===== src/rtl/cvos_pkg.sv =====
// Shared types, widths and codes for the closest view observation select block.
// Used by cvos_ctrl, cvos_dp and closest_view_observation_select_top.
package cvos_pkg;

   // table geometry
   localparam int MAX_OBSERVATIONS = 16;
   localparam int IDX_W = (MAX_OBSERVATIONS > 1) ? $clog2(MAX_OBSERVATIONS) : 1;
   localparam int CNT_W = $clog2(MAX_OBSERVATIONS + 1);

   // field widths
   localparam int KIND_W    = 2;
   localparam int KEY_W     = 16;
   localparam int COORD_W   = 32;
   localparam int STATUS_W  = 3;
   localparam int COS_W     = 16;
   localparam int CSR_IDX_W = 2;

   // arithmetic widths
   localparam int VEC_DIM = 3;
   localparam int DIFF_W  = COORD_W + 1;   // exact camera minus point
   localparam int RED_W   = 16;            // reduced component, magnitude below 2^15
   localparam int NORM_W  = 32;            // sum of three squares
   localparam int DOT_W   = 34;
   localparam int PROD_W  = 64;
   localparam int FRAC_W  = 14;            // Q1.14 cosine scale
   localparam int NUM_W   = NORM_W + FRAC_W;
   localparam int QUO_W   = 15;
   localparam int STEP_W  = 5;

   localparam int SQRT_STEPS = PROD_W / 2;
   localparam int DIV_STEPS  = QUO_W;

   localparam logic signed [COS_W-1:0] COS_ONE  = 16'sd16384;
   localparam logic signed [COS_W-1:0] COS_HALF = 16'sd8192;

   // item kinds
   localparam logic [KIND_W-1:0] KIND_ADD   = 2'd0;
   localparam logic [KIND_W-1:0] KIND_FIND  = 2'd1;
   localparam logic [KIND_W-1:0] KIND_DEL   = 2'd2;
   localparam logic [KIND_W-1:0] KIND_QUERY = 2'd3;

   // result status codes
   localparam logic [STATUS_W-1:0] ST_OK       = 3'd0;
   localparam logic [STATUS_W-1:0] ST_NOTFOUND = 3'd1;
   localparam logic [STATUS_W-1:0] ST_FULL     = 3'd2;
   localparam logic [STATUS_W-1:0] ST_ANGLE    = 3'd3;
   localparam logic [STATUS_W-1:0] ST_EMPTY    = 3'd4;

   // register indexes
   localparam logic [CSR_IDX_W-1:0] CSR_POINT_X = 2'd0;
   localparam logic [CSR_IDX_W-1:0] CSR_POINT_Y = 2'd1;
   localparam logic [CSR_IDX_W-1:0] CSR_POINT_Z = 2'd2;

   // memory read address select
   localparam logic [1:0] RD_IDX = 2'd0;
   localparam logic [1:0] RD_DEC = 2'd1;
   localparam logic [1:0] RD_INC = 2'd2;

   // index register operations
   localparam logic [2:0] IDX_HOLD  = 3'd0;
   localparam logic [2:0] IDX_ZERO  = 3'd1;
   localparam logic [2:0] IDX_COUNT = 3'd2;
   localparam logic [2:0] IDX_INC   = 3'd3;
   localparam logic [2:0] IDX_DEC   = 3'd4;

   // result register operations
   localparam logic [2:0] RES_HOLD     = 3'd0;
   localparam logic [2:0] RES_FULL     = 3'd1;
   localparam logic [2:0] RES_NOTFOUND = 3'd2;
   localparam logic [2:0] RES_EMPTY    = 3'd3;
   localparam logic [2:0] RES_ADDED    = 3'd4;
   localparam logic [2:0] RES_MATCH    = 3'd5;
   localparam logic [2:0] RES_BEST     = 3'd6;

   typedef struct packed {
      logic [KEY_W-1:0]          frame;
      logic [KEY_W-1:0]          feature;
      logic signed [COORD_W-1:0] cam_x;
      logic signed [COORD_W-1:0] cam_y;
      logic signed [COORD_W-1:0] cam_z;
   } entry_type;

   // controller to datapath
   typedef struct packed {
      logic       load_req;
      logic       mem_rd;
      logic [1:0] rd_sel;
      logic       mem_wr;
      logic       wr_new;
      logic [2:0] idx_op;
      logic       cnt_inc;
      logic       cnt_dec;
      logic [2:0] res_op;
      logic       red_load_q;
      logic       red_load_e;
      logic       red_shift;
      logic       red_save_q;
      logic       mac_clr;
      logic       mac_step;
      logic [1:0] comp;
      logic       mul_go;
      logic       sqrt_init;
      logic       sqrt_step;
      logic       div_init;
      logic       div_step;
      logic       div_fin;
      logic       cos_zero;
      logic       best_clr;
      logic       cmp_go;
   } cmd_type;

   // datapath to controller
   typedef struct packed {
      logic [KIND_W-1:0] kind;
      logic              full;
      logic              empty;
      logic              last;
      logic              idx_zero;
      logic              match;
      logic              red_big;
      logic              red_zero;
      logic              qzero;
   } sts_type;

endpackage


===== src/rtl/cvos_ctrl.sv =====
// Sequencer for the observation table: add/find/delete sweeps and the per-entry
// cosine steps. Depends on cvos_pkg; drives cvos_dp through cmd_type/sts_type.
module cvos_ctrl (
   input  logic              clock,
   input  logic              reset,
   input  logic              start,
   output logic              busy,
   output logic              rsp_valid,
   output cvos_pkg::cmd_type cmd,
   input  cvos_pkg::sts_type sts
);
   import cvos_pkg::*;

   localparam logic [4:0] S_IDLE     = 5'd0;
   localparam logic [4:0] S_DECODE   = 5'd1;
   localparam logic [4:0] S_ADD_CHK  = 5'd2;
   localparam logic [4:0] S_ADD_WR   = 5'd3;
   localparam logic [4:0] S_SCAN_RD  = 5'd4;
   localparam logic [4:0] S_SCAN_CMP = 5'd5;
   localparam logic [4:0] S_DEL_CHK  = 5'd6;
   localparam logic [4:0] S_DEL_WR   = 5'd7;
   localparam logic [4:0] S_QRED     = 5'd8;
   localparam logic [4:0] S_QE_RD    = 5'd9;
   localparam logic [4:0] S_QE_LOAD  = 5'd10;
   localparam logic [4:0] S_QE_RED   = 5'd11;
   localparam logic [4:0] S_QE_MAC   = 5'd12;
   localparam logic [4:0] S_QE_MUL   = 5'd13;
   localparam logic [4:0] S_QE_SQI   = 5'd14;
   localparam logic [4:0] S_QE_SQ    = 5'd15;
   localparam logic [4:0] S_QE_DVI   = 5'd16;
   localparam logic [4:0] S_QE_DV    = 5'd17;
   localparam logic [4:0] S_QE_FIN   = 5'd18;
   localparam logic [4:0] S_QE_CMP   = 5'd19;
   localparam logic [4:0] S_QDONE    = 5'd20;
   localparam logic [4:0] S_RESP     = 5'd21;

   logic [4:0]        state_ff, state_in;
   logic [STEP_W-1:0] step_ff, step_in;

   assign busy      = (state_ff != S_IDLE);
   assign rsp_valid = (state_ff == S_RESP);

   // next state and commands
   always_comb begin
      state_in = state_ff;
      step_in  = step_ff;
      cmd      = '0;
      case (state_ff)
         S_IDLE: begin
            if (start) begin
               cmd.load_req = 1'b1;
               state_in     = S_DECODE;
            end
         end
         S_DECODE: begin
            case (sts.kind)
               KIND_ADD: begin
                  if (sts.full) begin
                     cmd.res_op = RES_FULL;
                     state_in   = S_RESP;
                  end else begin
                     cmd.idx_op = IDX_COUNT;
                     state_in   = S_ADD_CHK;
                  end
               end
               KIND_FIND, KIND_DEL: begin
                  if (sts.empty) begin
                     cmd.res_op = RES_NOTFOUND;
                     state_in   = S_RESP;
                  end else begin
                     cmd.idx_op = IDX_ZERO;
                     state_in   = S_SCAN_RD;
                  end
               end
               default: begin
                  if (sts.empty) begin
                     cmd.res_op = RES_EMPTY;
                     state_in   = S_RESP;
                  end else begin
                     cmd.red_load_q = 1'b1;
                     state_in       = S_QRED;
                  end
               end
            endcase
         end
         // shift entries up one place, newest goes in at index 0
         S_ADD_CHK: begin
            if (sts.idx_zero) begin
               cmd.mem_wr  = 1'b1;
               cmd.wr_new  = 1'b1;
               cmd.cnt_inc = 1'b1;
               cmd.res_op  = RES_ADDED;
               state_in    = S_RESP;
            end else begin
               cmd.mem_rd = 1'b1;
               cmd.rd_sel = RD_DEC;
               state_in   = S_ADD_WR;
            end
         end
         S_ADD_WR: begin
            cmd.mem_wr = 1'b1;
            cmd.idx_op = IDX_DEC;
            state_in   = S_ADD_CHK;
         end
         // search newest first
         S_SCAN_RD: begin
            cmd.mem_rd = 1'b1;
            cmd.rd_sel = RD_IDX;
            state_in   = S_SCAN_CMP;
         end
         S_SCAN_CMP: begin
            if (sts.match) begin
               cmd.res_op = RES_MATCH;
               state_in   = (sts.kind == KIND_DEL) ? S_DEL_CHK : S_RESP;
            end else if (sts.last) begin
               cmd.res_op = RES_NOTFOUND;
               state_in   = S_RESP;
            end else begin
               cmd.idx_op = IDX_INC;
               state_in   = S_SCAN_RD;
            end
         end
         // close the gap left by a deleted entry
         S_DEL_CHK: begin
            if (sts.last) begin
               cmd.cnt_dec = 1'b1;
               state_in    = S_RESP;
            end else begin
               cmd.mem_rd = 1'b1;
               cmd.rd_sel = RD_INC;
               state_in   = S_DEL_WR;
            end
         end
         S_DEL_WR: begin
            cmd.mem_wr = 1'b1;
            cmd.idx_op = IDX_INC;
            state_in   = S_DEL_CHK;
         end
         // reduce the query direction once
         S_QRED: begin
            if (sts.red_big) begin
               cmd.red_shift = 1'b1;
            end else begin
               cmd.red_save_q = 1'b1;
               cmd.idx_op     = IDX_ZERO;
               cmd.best_clr   = 1'b1;
               state_in       = S_QE_RD;
            end
         end
         S_QE_RD: begin
            cmd.mem_rd = 1'b1;
            cmd.rd_sel = RD_IDX;
            state_in   = S_QE_LOAD;
         end
         S_QE_LOAD: begin
            cmd.red_load_e = 1'b1;
            cmd.mac_clr    = 1'b1;
            state_in       = S_QE_RED;
         end
         S_QE_RED: begin
            if (sts.red_big) begin
               cmd.red_shift = 1'b1;
            end else if (sts.red_zero || sts.qzero) begin
               cmd.cos_zero = 1'b1;
               state_in     = S_QE_CMP;
            end else begin
               state_in = S_QE_MAC;
            end
         end
         S_QE_MAC: begin
            cmd.mac_step = 1'b1;
            cmd.comp     = step_ff[1:0];
            if (step_ff == STEP_W'(VEC_DIM - 1)) begin
               step_in  = '0;
               state_in = S_QE_MUL;
            end else begin
               step_in = step_ff + 1'b1;
            end
         end
         S_QE_MUL: begin
            cmd.mul_go = 1'b1;
            state_in   = S_QE_SQI;
         end
         S_QE_SQI: begin
            cmd.sqrt_init = 1'b1;
            state_in      = S_QE_SQ;
         end
         S_QE_SQ: begin
            cmd.sqrt_step = 1'b1;
            if (step_ff == STEP_W'(SQRT_STEPS - 1)) begin
               step_in  = '0;
               state_in = S_QE_DVI;
            end else begin
               step_in = step_ff + 1'b1;
            end
         end
         S_QE_DVI: begin
            cmd.div_init = 1'b1;
            state_in     = S_QE_DV;
         end
         S_QE_DV: begin
            cmd.div_step = 1'b1;
            if (step_ff == STEP_W'(DIV_STEPS - 1)) begin
               step_in  = '0;
               state_in = S_QE_FIN;
            end else begin
               step_in = step_ff + 1'b1;
            end
         end
         S_QE_FIN: begin
            cmd.div_fin = 1'b1;
            state_in    = S_QE_CMP;
         end
         S_QE_CMP: begin
            cmd.cmp_go = 1'b1;
            if (sts.last) begin
               state_in = S_QDONE;
            end else begin
               cmd.idx_op = IDX_INC;
               state_in   = S_QE_RD;
            end
         end
         S_QDONE: begin
            cmd.res_op = RES_BEST;
            state_in   = S_RESP;
         end
         S_RESP: begin
            state_in = S_IDLE;
         end
         default: begin
            state_in = S_IDLE;
         end
      endcase
   end

   always_ff @(posedge clock) begin
      if (reset) begin
         state_ff <= S_IDLE;
         step_ff  <= '0;
      end else begin
         state_ff <= state_in;
         step_ff  <= step_in;
      end
   end

`ifndef SYNTHESIS
   property p_rsp_one_cycle;
      @(posedge clock) disable iff (reset) rsp_valid |=> !rsp_valid;
   endproperty
   a_rsp_one_cycle: assert property (p_rsp_one_cycle)
      else $error("result strobe longer than one cycle");

   property p_accept_busy;
      @(posedge clock) disable iff (reset) (start && !busy) |=> busy;
   endproperty
   a_accept_busy: assert property (p_accept_busy)
      else $error("accepted word did not raise busy");

   property p_rsp_then_idle;
      @(posedge clock) disable iff (reset) rsp_valid |=> !busy;
   endproperty
   a_rsp_then_idle: assert property (p_rsp_then_idle)
      else $error("not idle after result");

   property p_no_add_when_full;
      @(posedge clock) disable iff (reset) cmd.cnt_inc |-> !sts.full;
   endproperty
   a_no_add_when_full: assert property (p_no_add_when_full)
      else $error("entry added to a full table");
`endif

endmodule


===== config.mk =====
export PLATFORM = sky130hd
export DESIGN_NAME = cvos_ctrl
export DESIGN_NICKNAME = d
export VERILOG_FILES = /design/src/rtl/cvos_pkg.sv /design/src/rtl/cvos_ctrl.sv
export SDC_FILE = /design/constraint.sdc
export NUM_CORES = 1
export LEC_CHECK = 0
export ABC_CLOCK_PERIOD_IN_PS = 3400
export BUFFER_PORTS_ARGS = -buffer_cell sky130_fd_sc_hd__buf_2
export CORE_ASPECT_RATIO = 1.4
export CORE_MARGIN = 10
export CORE_UTILIZATION = 53
export CTS_CLUSTER_DIAMETER = 80
export CTS_CLUSTER_SIZE = 28
export DETAILED_ROUTE_END_ITERATION = 8
export PLACE_DENSITY = 0.86
export SETUP_SLACK_MARGIN = 0.4
export SYNTH_ARGS = -nofsm -noshare
export SYNTH_HDL_FRONTEND = slang
export SYNTH_SLANG_ARGS = --single-unit

===== constraint.sdc =====
create_clock -name clock -period 3.4 [get_ports clock]
set_clock_uncertainty 0.05 [all_clocks]
set_input_delay 0.17 -clock clock [delete_from_list [all_inputs] [get_ports clock]]
set_output_delay 0.17 -clock clock [all_outputs]
set_load 0.03 [all_outputs]

# Word-level counts from Yosys, hierarchy flattened
# Index checks and enable logic that the tools add are counted.
# word_totals
regBits,10
input_bits,13
# op_classes
add_sub_neg,1
n_eq_ne,32
mux,68
n_reduce_logical,11
# ops
operator,count
one-hot mux 5 bit (21 select lines),1
2-to-1 mux 5 bit,19
== test 5 x 4 -> 1 bit (second input constant),9
== test 5 bit (second input constant),7
2-to-1 mux 1 bit,28
== test 5 x 3 -> 1 bit (second input constant),4
one-hot mux 3 bit (6 select lines),1
== test 5 x 2 -> 1 bit (second input constant),3
2-to-1 mux 3 bit,5
one-hot mux 5 bit (3 select lines),1
2-to-1 mux 2 bit,7
inequality test 2 bit (second input constant),6
one-hot mux 3 bit (4 select lines),1
one-hot mux 5 bit (2 select lines),1
one-hot mux 3 bit (3 select lines),1
one-hot mux 2 bit (2 select lines),2
OR reduction 2 bit,4
AND reduction 6 bit,1
adder 5 x 1 -> 5 bit (second input constant),1
== test 5 x 1 -> 1 bit (second input constant),1
zero test 5 bit,1
nonzero test 5 bit,1
nonzero test 3 bit,1
OR reduction 3 bit,1
other kinds (5),5

# Logic depth before layout (Yosys ltp)
# logic_depth
ltp_word,4
ltp_mapped,7

# Least setup slack after synthesis
# Ideal clock, no wire load.
# synth_timing
kind,register -> register
start,register state_ff[3]
end,register state_ff[0]
path_buffers,1
setup_slack_ps,1079
required_ps,3279
t_arrival_ps,2200
stages_incl_launch_ff,7
setup_ps,71
period_less_slack_ps,2321
cell_sequence,dfxtp_1 -> buf_2 -> or3b_1 -> nor3_1 -> nor3_1 -> a21oi_2 -> o2bb2ai_1
# synth_between
elab_chain_len,3
elab_cells_between_ends,29
classes_between,eq/ne (26); mux (1); reduce/logical (2)
# synth_lines
item,line_no,source
from (decl),cvos_ctrl.sv:37,"logic [4:0] state_ff, state_in;"
from (signal assigned),cvos_ctrl.sv:241,state_ff <= state_in;
== test 5 bit (tied with other cells),cvos_ctrl.sv:48,case (state_ff)
inequality test 2 bit (no source line),n/a,
AND reduction 6 bit (no source line),n/a,
# Several ways; a longest one is shown, not always the timed one.
# A chain may end at the register's enable or synchronous reset.

==> metrics.md <==
| Metric | Value |
|---|---|
| Status | `complete, no violations` |
| Final Hold Fails | `0` |
| Fin Setup TNS | `0 ps` |
| Most frequent cells in the layout | `buf_2, nor2_1, nand2_1, nor3_1` |
| RePlAce Congestion | `0.913` |
| Worst-Skew Late Latency | `260 ps` |
| Crit-path slowest cell | `dfxtp_1` |
| H-tree depth reported by CTS | `1` |
| Post-synthesis simple-gate area fraction | `0.427` |
| Net Count, Synth | `198` |
| Drt wl/cell | `15.0 um` |
| Critical Path Start Type | `flop` |
| Final setup viols | `0` |
| Die width | `60.6 um` |
| Mean Syn Cell Area | `6.82 um2` |
| Tcrit/Tclk final | `0.734` |
| Endpoint, Worst Hold | `step_ff[4]` |
| CTS buffer count | `3` |
| Area Overhead vs Synth | `17.4%` |
| Clock slew seen by the registers of the worst setup and hold paths | `60 ps` |
| Synth Area in Adders | `0.0615` |
| Max_cap viols | `0` |
| CP max stage delay | `770 ps` |
| Gr ovfl total | `0` |
| Die height | `76.8 um` |
| Ports | `46` |
| Pwr dens | `630 nW/um2` |
| Reg2reg path depth | `5` |
| Largest family of logic cells by synthesized area | `simple AND/OR/NAND/NOR gates` |
| WP data required | `3180 ps` |
| Clock power share | `0.115` |
| Fraction of registers with async set/reset | `0` |
| Overall die area | `4650 um2` |
| Data arrival, critical path | `2280 ps` |
| HPWL Detailed | `2880 um` |
| Min-delay worst type | `input pin to flop` |
| CTS tree | `done` |
| Sw Pwr | `0.495 mW` |
| Post-Route WL | `3540 um` |
| CTS sink cnt | `10` |
| Sequential Power Share | `0.258` |
| Comb pwr share | `0.626` |
| Unrepaired setup endpoints after global routing | `no` |
| Leak pwr | `0.708 nW` |
| Reg2reg end | `step_ff[3]` |
| Mapped Area | `1220 um2` |
| Multi-input gate area | `907 um2` |
| Largest net degree at the start of global routing | `24` |
| FILL cells | `203` |
| CP max FO | `23` |
| Port Buf Inserts | `45` |
| Critical register-to-register path startpoint | `state_ff[2]` |
| Antenna violations before repair | `0` |
| Internal power | `0.408 mW` |
| Xor/xnor share of the synthesized area | `0.0215` |
| Post-synth EDFFs | `0` |
| Synth Instances | `179` |
| GRT Resource Usage Total | `0.149` |
| Antenna viol nets, final | `0` |
| Synth Area in Compound Gates | `0.233` |
| Peak supply drop | `0.419 mV` |
| Multiplexer share of the synthesized area | `0` |
| Main synth FF type | `dfxtp_1` |
| Seq cells post-synth | `10` |
| Vias in the first global route | `1397` |
| First-pass GRT wire length | `5890 um` |
| Layout cells sized above 1 | `0.263` |
| Fin crit period | `2500 ps` |
| Nets | `233` |
| Core Region | `2180 um2` |
| Synth warn | `0` |
| Worst Tran Pin Value | `698 ps` |
| Most common cell after layout, fill and taps aside | `buf_2` |
| FP Rows | `20` |
| CP Cell Sequence | `nand3b_1 -> or4_1 -> o32ai_1 -> nand2b_1 -> buf_2` |
| Synth unique cells | `50` |
| Post-DR vias/cell | `6.09` |
| Cell area after layout | `1430 um2` |
| Sw frac | `0.548` |
| Post CTS Setup Buffer Count | `0` |
| Vias | `1431` |
| Initial Utilization | `0.561` |
| Diodes inserted | `0` |
| Slew Viols, Final | `0` |
| Flop-to-flop setup slack | `1120 ps` |
| DRC viols | `0` |
| CP Capture Type | `output pin` |
| Violation count after the first detailed-route iteration | `50` |
| Worst slew margin | `0.534` |
| # hold bufs at CTS | `0` |
| Post-cts resize count | `0` |
| Fmax | `400 MHz` |
| Register area | `200 um2` |
| First-pass DRT Iterations | `4` |
| Sequential fraction of the synthesis area | `0.164` |
| Clock tree buffer depth | `2` |
| Worst Min Path Start | `reset` |
| Root Buffer | `clkbuf_4` |
| Crit path kind | `flop to output pin` |
| Post-DP Area | `1400 um2` |
| Hold depth | `2` |
==> synthesized netlist by cell type (3+ instances only) <==
library cell	number	share of area
ha_1	6	0.061
o2bb2ai_1	4	0.029
dfxtp_1	10	0.16
clkbuf_1	4	0.012
inv_1	10	0.031
o21ai_0	9	0.037
o32ai_1	3	0.022
buf_2	6	0.025
or3_1	3	0.015
or2_2	3	0.015
nand3b_1	3	0.018
nand2b_1	6	0.031
and3_1	4	0.020
nand2_1	12	0.037
a21oi_1	7	0.029
nor2b_1	4	0.020
a21o_1	3	0.018
nor2_1	24	0.074
buf_4	3	0.018
nand3_1	4	0.016
nor3_1	12	0.049
or3b_1	3	0.022
==> per-layer routing <==
layer  global-route usage  wire length, um
met3               0.0313              242
met5                    0                0
met2                0.267             1880
met4               0.0749               68
met1                0.149             1340
==> flip-flops by register name (all words and copies together) (netlist names) <==
| name | cells |
|---|---|
| state_ff | 5 |
| step_ff | 5 |
==> layout make-up <==
cell class	instances	area share
clock buffers	4	0.0253
inverters	10	0.0262
multi-input cells	144	0.633
flip-flops and latches	10	0.140
well taps	22	0.0192
repair buffers	45	0.157
==> cell families after synthesis <==
| family | count (synthesis) |
|---|---|
| adders and majority gates | 6 |
| DFF | 10 |
| and+or+nand+nor | 94 |
| buffers and inverters | 25 |
| AOI/OAI and AO/OA | 41 |
| xor gates and xnor gates | 3 |
==> worst max-delay path by stage <==
stage / startpoint / end / slack, ps / cells past startpoint
4_1_cts: state_ff[2] / cmd[23] / 910 / 5
2_1_floorplan: state_ff[3] / state_ff[0] / 1080 / 6
5_1_grt: state_ff[2] / cmd[23] / 750 / 5
3_3_place_gp: state_ff[2] / step_ff[3] / 1190 / 5
3_5_place_dp: state_ff[2] / step_ff[3] / 1170 / 5
6_report: state_ff[2] / cmd[23] / 900 / 5
==> power by group through the flow <==
stage	clock network, mW	registers (mW)	logic (mW)
6_report	0.104	0.233	0.566
3_5_place_dp	0	0.232	0.564
4_1_cts	0.107	0.229	0.566
3_3_place_gp	0	0.232	0.564
2_1_floorplan	0	0.165	0.510
5_1_grt	0.113	0.246	0.623
==> stage by stage <==
stage	power [mW]	instances	setup WS (ps)	util	hold WS, ps
3_3_place_gp	0.796	231	1190	0.642	349
6_report	0.903	235	903	0.659	86.8
4_1_cts	0.902	235	909	0.659	71.7
2_1_floorplan	0.675	179	1080	-	189
5_1_grt	0.982	235	750	0.659	65.2
3_5_place_dp	0.796	231	1170	0.642	351
==> critical path: cells and delay by family, from the launching register on <==
kind	cells	cell delay (ps)
simple gates	3	820
flops	1	770
buf+inv	1	200
compound gates	1	220
Power figures use the tool's default switching activity.
